File: src/hdl/bbss_pkg.sv
// ----------------------------------------------------------------------------
// Biphasic burst stimulation sequencer: shared definitions
// Register map, reset values, drive command codes and the configuration
// bundle that travels from the register file to the sequencer.
// ----------------------------------------------------------------------------
package bbss_pkg;

    // Width of the window and phase counters.
    localparam int CNT_BITS_DEF = 24;

    // Field widths.
    localparam int TICKS_W = 24;
    localparam int COUNT_W = 8;

    // Register file port geometry.
    localparam int APB_DATA_W = 32;
    localparam int APB_ADDR_W = 5;
    localparam int REG_IDX_W  = 3;

    // Register reset values.
    localparam logic [TICKS_W-1:0] BURST_ON_RST   = 24'd366412;
    localparam logic [TICKS_W-1:0] BURST_REST_RST = 24'd3664122;
    localparam logic [TICKS_W-1:0] PULSE_ON_RST   = 24'd6;
    localparam logic [TICKS_W-1:0] PULSE_GAP_RST  = 24'd604;
    localparam logic [COUNT_W-1:0] TARGET_RST     = 8'd5;

    // Register indexes (word address).
    typedef enum logic [REG_IDX_W-1:0] {
        REG_BURST_ON   = 3'd0,
        REG_BURST_REST = 3'd1,
        REG_PULSE_ON   = 3'd2,
        REG_PULSE_GAP  = 3'd3,
        REG_TARGET     = 3'd4
    } t_reg_idx;

    // Commands to the current driver.
    typedef enum logic [1:0] {
        CMD_NONE = 2'd0,
        CMD_STOP = 2'd1,
        CMD_POS  = 2'd2,
        CMD_NEG  = 2'd3
    } t_cmd;

    // Configuration bundle.
    typedef struct packed {
        logic [TICKS_W-1:0] burst_on;
        logic [TICKS_W-1:0] burst_rest;
        logic [TICKS_W-1:0] pulse_on;
        logic [TICKS_W-1:0] pulse_gap;
        logic [COUNT_W-1:0] target;
    } t_cfg;

endpackage

File: src/hdl/bbss_regs.sv
// ----------------------------------------------------------------------------
// Biphasic burst stimulation sequencer: register file
// APB-style register file holding the window, pulse and burst count settings.
// ----------------------------------------------------------------------------
module bbss_regs (
    input  logic                            i_clk,
    input  logic                            i_rst_n,
    input  logic                            psel,
    input  logic                            penable,
    input  logic                            pwrite,
    input  logic [bbss_pkg::APB_ADDR_W-1:0] paddr,
    input  logic [bbss_pkg::APB_DATA_W-1:0] pwdata,
    output logic [bbss_pkg::APB_DATA_W-1:0] prdata,
    output logic                            pready,
    output bbss_pkg::t_cfg                  o_cfg
);
    import bbss_pkg::*;

    t_cfg             r_cfg;
    logic [REG_IDX_W-1:0] w_idx;
    logic             w_wr;

    assign pready = 1'b1;
    assign w_idx  = paddr[APB_ADDR_W-1:2];
    assign w_wr   = psel && penable && pwrite;

    // Register writes; addresses past the last register are ignored.
    always_ff @(posedge i_clk) begin
        if (!i_rst_n) begin
            r_cfg.burst_on   <= BURST_ON_RST;
            r_cfg.burst_rest <= BURST_REST_RST;
            r_cfg.pulse_on   <= PULSE_ON_RST;
            r_cfg.pulse_gap  <= PULSE_GAP_RST;
            r_cfg.target     <= TARGET_RST;
        end else if (w_wr) begin
            case (w_idx)
                REG_BURST_ON:   r_cfg.burst_on   <= pwdata[TICKS_W-1:0];
                REG_BURST_REST: r_cfg.burst_rest <= pwdata[TICKS_W-1:0];
                REG_PULSE_ON:   r_cfg.pulse_on   <= pwdata[TICKS_W-1:0];
                REG_PULSE_GAP:  r_cfg.pulse_gap  <= pwdata[TICKS_W-1:0];
                REG_TARGET:     r_cfg.target     <= pwdata[COUNT_W-1:0];
                default: ;
            endcase
        end
    end

    // Read mux.
    always_comb begin
        prdata = '0;
        case (w_idx)
            REG_BURST_ON:   prdata = APB_DATA_W'(r_cfg.burst_on);
            REG_BURST_REST: prdata = APB_DATA_W'(r_cfg.burst_rest);
            REG_PULSE_ON:   prdata = APB_DATA_W'(r_cfg.pulse_on);
            REG_PULSE_GAP:  prdata = APB_DATA_W'(r_cfg.pulse_gap);
            REG_TARGET:     prdata = APB_DATA_W'(r_cfg.target);
            default:        prdata = '0;
        endcase
    end

    assign o_cfg = r_cfg;

endmodule

File: src/hdl/biphasic_burst_stim_sequencer.sv
// ----------------------------------------------------------------------------
// Biphasic burst stimulation sequencer
// Steps a burst/rest window and a four-phase biphasic pulse cycle once per
// timer tick and reports the drive command, LED toggle and burst status.
// ----------------------------------------------------------------------------
// Usage:
//   Each word on the s_axis channel is one timer tick carrying the button
//   level in bit 0. For every accepted tick exactly one result word leaves
//   on the m_axis channel with the drive command, the LED toggle flag, the
//   burst count and the armed flag.
//   The result of a tick accepted at one clock edge is shown on m_axis from
//   that edge on. Throughput is one tick per cycle while the receiver takes
//   each result; the sequencer state and the result register are both
//   updated in the cycle that takes the tick.
//   When the receiver stalls, the result stays in the output register and
//   s_axis_tready drops until it is taken; a new tick is accepted in the same
//   cycle that the waiting result leaves.
//   The APB port sets window lengths, pulse lengths and the burst target;
//   write it only while no tick is in flight.
//   Reset (synchronous, active low) restores the default settings, disarms
//   the sequencer and empties the output register.
// ----------------------------------------------------------------------------
module biphasic_burst_stim_sequencer #(
    parameter int COUNTER_BITS = bbss_pkg::CNT_BITS_DEF
) (
    input  logic                            i_clk,
    input  logic                            i_rst_n,
    // Tick input
    input  logic                            s_axis_tvalid,
    output logic                            s_axis_tready,
    input  logic [7:0]                      s_axis_tdata,  // [0] button_level
    // Result output
    output logic                            m_axis_tvalid,
    input  logic                            m_axis_tready,
    // [1:0] drive_command, [2] led_toggle, [10:3] bursts_done_now, [11] armed_now
    output logic [15:0]                     m_axis_tdata,
    // Configuration
    input  logic                            psel,
    input  logic                            penable,
    input  logic                            pwrite,
    input  logic [bbss_pkg::APB_ADDR_W-1:0] paddr,
    input  logic [bbss_pkg::APB_DATA_W-1:0] pwdata,
    output logic [bbss_pkg::APB_DATA_W-1:0] prdata,
    output logic                            pready
);
    import bbss_pkg::*;

    // Compare width covers both the counter and the 24-bit lengths.
    localparam int CMP_W = (COUNTER_BITS > TICKS_W) ? COUNTER_BITS : TICKS_W;

    // Phase codes of the four-phase cycle.
    localparam logic [1:0] PH_POS   = 2'd0;
    localparam logic [1:0] PH_STOP1 = 2'd1;
    localparam logic [1:0] PH_NEG   = 2'd2;

    t_cfg w_cfg;

    // Sequencer state.
    logic                    r_armed,     n_armed;
    logic [COUNT_W-1:0]      r_bursts,    n_bursts;
    logic [COUNTER_BITS-1:0] r_win_cnt,   n_win_cnt;
    logic [COUNTER_BITS-1:0] r_ph_cnt,    n_ph_cnt;
    logic                    r_in_burst,  n_in_burst;
    logic [1:0]              r_phase,     n_phase;
    logic                    r_ph_flag,   n_ph_flag;
    logic                    r_stop_sent, n_stop_sent;

    // Output register.
    logic                    r_out_valid;
    logic [15:0]             r_out_data;

    logic                    w_take;
    logic                    w_button;
    logic                    w_run;
    logic                    w_win_end;
    logic                    w_ph_end;
    logic [TICKS_W-1:0]      w_win_len;
    logic [TICKS_W-1:0]      w_ph_len;
    t_cmd                    w_cmd;
    logic                    w_led;

    bbss_regs u_regs (
        .i_clk   (i_clk),
        .i_rst_n (i_rst_n),
        .psel    (psel),
        .penable (penable),
        .pwrite  (pwrite),
        .paddr   (paddr),
        .pwdata  (pwdata),
        .prdata  (prdata),
        .pready  (pready),
        .o_cfg   (w_cfg)
    );

    assign s_axis_tready = !r_out_valid || m_axis_tready;
    assign w_take        = s_axis_tvalid && s_axis_tready;
    assign w_button      = s_axis_tdata[0];

    // Running means armed with bursts still to go.
    assign w_run     = r_armed && (r_bursts < w_cfg.target);
    assign w_win_len = r_in_burst ? w_cfg.burst_on : w_cfg.burst_rest;
    assign w_ph_len  = r_ph_flag ? w_cfg.pulse_on : w_cfg.pulse_gap;
    assign w_win_end = CMP_W'(r_win_cnt) >= CMP_W'(w_win_len);
    assign w_ph_end  = CMP_W'(r_ph_cnt) >= CMP_W'(w_ph_len);

    // Next state and result for one tick.
    always_comb begin
        n_armed     = r_armed;
        n_bursts    = r_bursts;
        n_win_cnt   = r_win_cnt;
        n_ph_cnt    = r_ph_cnt;
        n_in_burst  = r_in_burst;
        n_phase     = r_phase;
        n_ph_flag   = r_ph_flag;
        n_stop_sent = r_stop_sent;
        w_cmd       = CMD_NONE;
        w_led       = 1'b0;

        if (!w_run) begin
            // Idle or finished: follow the button and clear the count.
            n_armed  = w_button;
            n_bursts = '0;
        end else begin
            // Burst/rest window.
            if (w_win_end) begin
                n_in_burst = !r_in_burst;
                n_win_cnt  = COUNTER_BITS'(1);
                if (!r_in_burst) begin
                    n_bursts = r_bursts + COUNT_W'(1);
                end else if (!r_stop_sent) begin
                    w_cmd       = CMD_STOP;
                    n_stop_sent = 1'b1;
                end
            end else begin
                n_win_cnt = r_win_cnt + COUNTER_BITS'(1);
            end

            // Pulse phases inside a stimulation window.
            if (n_in_burst) begin
                n_stop_sent = 1'b0;
                if (w_ph_end) begin
                    n_ph_cnt = COUNTER_BITS'(1);
                    case (r_phase)
                        PH_POS: begin
                            w_cmd     = CMD_POS;
                            n_ph_flag = 1'b1;
                        end
                        PH_STOP1: begin
                            w_cmd     = CMD_STOP;
                            n_ph_flag = 1'b0;
                        end
                        PH_NEG: begin
                            w_cmd     = CMD_NEG;
                            n_ph_flag = 1'b1;
                        end
                        default: begin
                            w_cmd     = CMD_STOP;
                            n_ph_flag = 1'b0;
                        end
                    endcase
                    n_phase = r_phase + 2'd1;
                    w_led   = 1'b1;
                end else begin
                    n_ph_cnt = r_ph_cnt + COUNTER_BITS'(1);
                end
            end
        end
    end

    // State update on each accepted tick.
    always_ff @(posedge i_clk) begin
        if (!i_rst_n) begin
            r_armed     <= 1'b0;
            r_bursts    <= '0;
            r_win_cnt   <= '0;
            r_ph_cnt    <= '0;
            r_in_burst  <= 1'b1;
            r_phase     <= PH_POS;
            r_ph_flag   <= 1'b1;
            r_stop_sent <= 1'b0;
        end else if (w_take) begin
            r_armed     <= n_armed;
            r_bursts    <= n_bursts;
            r_win_cnt   <= n_win_cnt;
            r_ph_cnt    <= n_ph_cnt;
            r_in_burst  <= n_in_burst;
            r_phase     <= n_phase;
            r_ph_flag   <= n_ph_flag;
            r_stop_sent <= n_stop_sent;
        end
    end

    // Output register valid flag.
    always_ff @(posedge i_clk) begin
        if (!i_rst_n) begin
            r_out_valid <= 1'b0;
        end else if (w_take) begin
            r_out_valid <= 1'b1;
        end else if (m_axis_tready) begin
            r_out_valid <= 1'b0;
        end
    end

    // Output register payload.
    always_ff @(posedge i_clk) begin
        if (w_take) begin
            r_out_data <= {4'd0, n_armed, n_bursts, w_led, w_cmd};
        end
    end

    assign m_axis_tvalid = r_out_valid;
    assign m_axis_tdata  = r_out_data;

endmodule

File: config.mk
export PLATFORM = sky130hd
export DESIGN_NAME = biphasic_burst_stim_sequencer
export DESIGN_NICKNAME = d
export VERILOG_FILES = /design/src/hdl/bbss_pkg.sv /design/src/hdl/bbss_regs.sv /design/src/hdl/biphasic_burst_stim_sequencer.sv
export SDC_FILE = /design/constraint.sdc
export NUM_CORES = 1
export LEC_CHECK = 0
export BUFFER_PORTS_ARGS = -buffer_cell sky130_fd_sc_hd__buf_2
export CAP_MARGIN = 0
export CORE_MARGIN = 2
export CORE_UTILIZATION = 54
export DETAILED_ROUTE_END_ITERATION = 8
export GPL_ROUTABILITY_DRIVEN = 0
export GPL_TIMING_DRIVEN = 0
export PLACE_DENSITY_LB_ADDON = 0.08
export SYNTH_ARGS = -nofsm -noshare
export SYNTH_HDL_FRONTEND = slang
export SYNTH_SLANG_ARGS = --single-unit
File: constraint.sdc
create_clock -name i_clk -period 4.15 [get_ports i_clk]
set_input_delay 0.6225 -clock i_clk [delete_from_list [all_inputs] [get_ports i_clk]]
set_output_delay 0.6225 -clock i_clk [all_outputs]
set_load 0.02 [all_outputs]
==> impl_metrics.toml <==
[clocking]
cts_buffer_depth = 2
cts.hold.buffers_added = 0
cts.sinks = 179
cts_buffers = 17
cts_tree = "yes"
cts_root_buf = "clkbuf_16"
clk_latency_ns = 0.44
htreeDepth = 4
clk_pin_slew_ns = 0.08

[finish]
multi_input_area_mm2 = 0.00599
antenna_cells = 0
fillers = 1599
ff_latch_area_mm2 = 0.00370
synthToLayoutAreaGrowth_pct = 14.6
fin_nets = 1402
drive_gt1_share_pct = 13.5
final_area_mm2 = 0.0114

[sta]
post-route-min-period_ns = 4.13
fin_skew_ns = 0.0143
tightest_slew_ns = 1.17
period_share_pct = 99.4
finalHoldViolCount = 0
fmax_mhz = 242
slew_headroom_pct = 20.2
slew_viol_final = 0
finalSetupViolCount = 0

[critical_path]
arrival_ns = 4.31
end_kind = "register"
cpPeakStageDelay_ns = 0.65
cpLargestDelayFamily = "compound AO/OA/AOI/OAI gates"
worstPathMaxFanout = 10
slowest_stage = "a2111oi_1"
cp_common_cell = "a21o_1"
cp_cell_sequence = "clkbuf_1 -> clkbuf_2 -> mux2i_1 -> ha_1 -> a21o_1 -> a21o_1 -> a2111oi_1 -> o22a_1 -> a21oi_1 -> mux2_2"
start_kind = "register"
critPathKind = "register to register"
crit_buf_inv = 2
worstPathRequired_ns = 4.33

[routing]
wl_per_cell_um = 20.1
dr.pass1.iters = 6
drt_iter0_drc = 1101
antenna_left = 0
viasPerCell = 6.18
routed_wl_um = 30800
vias = 9460
drc = 0

[power_and_ir_drop]
swShare_pct = 27.9
p_leak_nw = 4.55
p_clk_share_pct = 42.9
switching_power_mw = 1.03
vdd.ir_drop.worst_uv = 287
power.internal_mw = 2.66
p_comb_share_pct = 9.2
power_density_mw_per_mm2 = 323
power_frac_seq_pct = 47.9
power.total_mw = 3.69

[grt]
grt_pass1_wl_um = 48300
grt_max_degree = 20
grtUsageTotal_pct = 31.5
grt.overflow.total = 0
antenna_found_initial = 0
grt_pass1_vias = 8752

[floorplan]
rows = 49
pin_count = 103
dieArea_mm2 = 0.0196
start_util_pct = 55.4
die_h_um = 140
die_x_um = 140
core_mm2 = 0.0180

[placed_design]
dpl.hpwl_um = 22400
post_dp_cell_area_mm2 = 0.0107
portBuffers = 72

[synthesis]
synth_seq_cells = 179
yosysUniqueCellTypes = 60
synth-edff-count = 12
synthCells = 1185
syn_avg_cell_area_um2 = 8.42
synth_top_flop_cell = "dfxtp_1"
yosysWarnings = 0
synthArstFlopShare_pct = 0
syn_area_mm2 = 0.00998
seq_area_frac_synth_pct = 37.1

[run_status]
outcome = "completed"

[run]
cap_violations = 0

[worst_hold_path]
hold_path_class = "primary input to register"
sequential cells by signal (all words and copies together) (netlist names):
| register | count |
|---|---|
| r_phase | 2 |
| r_ph_cnt | 24 |
| u_regs.o_cfg | 104 |
| r_bursts | 8 |
| r_ph_flag | 1 |
| m_axis_tdata | 12 |
| r_win_cnt | 24 |
| r_armed | 1 |
| r_stop_sent | 1 |
| m_axis_tvalid | 1 |
| r_in_burst | 1 |
final timing paths:
kind                    from                to  slack (ns)  depth (start not counted)
hold reg to reg   r_phase[0]        r_phase[0]        0.46                          2
setup / recovery   r_ph_flag   m_axis_tdata[0]        0.02                         10
hold / removal    pwdata[18]  u_regs.o_cfg[26]        0.45                          3
setup reg to reg   r_ph_flag   m_axis_tdata[0]        0.02                         10
layout make-up:
class	instances	area share [%]
Tap cell	229	2.50
Multi-Input combinational cell	904	52.3
Timing Repair Buffer	75	3.35
Sequential cell	179	32.4
Clock buffer	17	3.72
Inverter	31	1.06
Clock inverter	15	1.20
Buffer	80	3.47
repair_timing:
| item | 4_1_cts | 5_1_grt |
|---|---|---|
| buffers inserted | 3 | 0 |
| pin swaps | 3 | 0 |
| gates resized for setup | 33 | 5 |
| gates cloned | 0 | 0 |
| setup endpoints to repair | 52 | 25 |
worst register-to-register path, delay by kind of cell, from the launching register on:
family | cells | cell delay, ns
compound gates | 5 | 1.53
buf+inv | 2 | 1.02
flops | 1 | 0.32
mux | 2 | 0.70
fa+ha+maj | 1 | 0.31
per-stage QoR:
step | hold slack (ns) | setup WS (ns) | TNS [ns] | utilization [%] | cells
after floorplan | 0.435 | 0.00106 | 0 | - | 1196
after global placement | 0.445 | -1.49 | -39.75 | 59.2 | 1497
after detailed placement | 0.458 | -1.49 | -40.52 | 59.2 | 1497
after CTS | 0.436 | 0.0464 | 0 | 63.4 | 1531
after global routing | 0.442 | -0.0256 | -0.0328 | 63.5 | 1530
final | 0.447 | 0.0232 | 0 | 63.5 | 1530
cell families (layout without fill, tap and decap cells):
kind of cell | Yosys count | in the layout | synth area share [%]
simple gates | 465 | 465 | 21.7
compound gates | 259 | 259 | 16.1
flops | 179 | 179 | 37.1
buf+inv | 113 | 218 | 4.81
mux | 92 | 92 | 11.3
fa+ha+maj | 62 | 62 | 7.77
xor+xnor | 13 | 13 | 1.14
other cells | 2 | 13 | 0.0753
synth_stat cells (all sizes together) (6+ instances only):
cell type	count	area (um2)
a2111oi	11	121
a211oi	17	140
a21oi	124	621
a31oi	8	50.1
and3	10	62.6
buf	24	146
clkbuf	58	218
dfxtp	167	3340
edfxtp	12	360
ha	62	776
inv	29	109
mux2i	73	731
mux4	16	360
nand2	252	946
nand2b	8	57.6
nand3	55	280
nand4	16	100
nor2	29	109
nor2b	19	119
nor3	20	100
o211ai	13	103
o21a	6	45.0
o21ai	38	194
o22ai	11	68.8
o31ai	12	90.1
or3	27	169
or4	18	135
xnor2	13	114
layout by cell type, fill, tap and decap left out, types with 19 or more instances in the layout:
cell / instances
nand2_1: 252
clkbuf_1: 54
a21oi_1: 123
nor2b_1: 19
nor3_1: 20
o21ai_0: 33
ha_1: 61
mux2i_1: 63
buf_2: 76
nand3_1: 54
dfxtp_1: 167
inv_1: 28
or3_1: 27
nor2_1: 28
power groups by stage:
stage                     logic (mW)  registers [mW]  clock network, mW
after floorplan                0.189            1.81                  0
after global placement         0.316            1.81                  0
after detailed placement       0.318            1.81                  0
after CTS                      0.333            1.77               1.60
after global routing           0.360            1.77               1.67
final                          0.340            1.77               1.59
layer usage:
metal	GRT usage, %	vias to the layer above	wire length (um)
li1	-	4455	-
met1	43.7	4417	13000
met2	48.5	502	13800
met3	6.19	86	3010
met4	12.4	0	1090
met5	0	-	0
No activity file was read; power rests on OpenSTA's default activity.
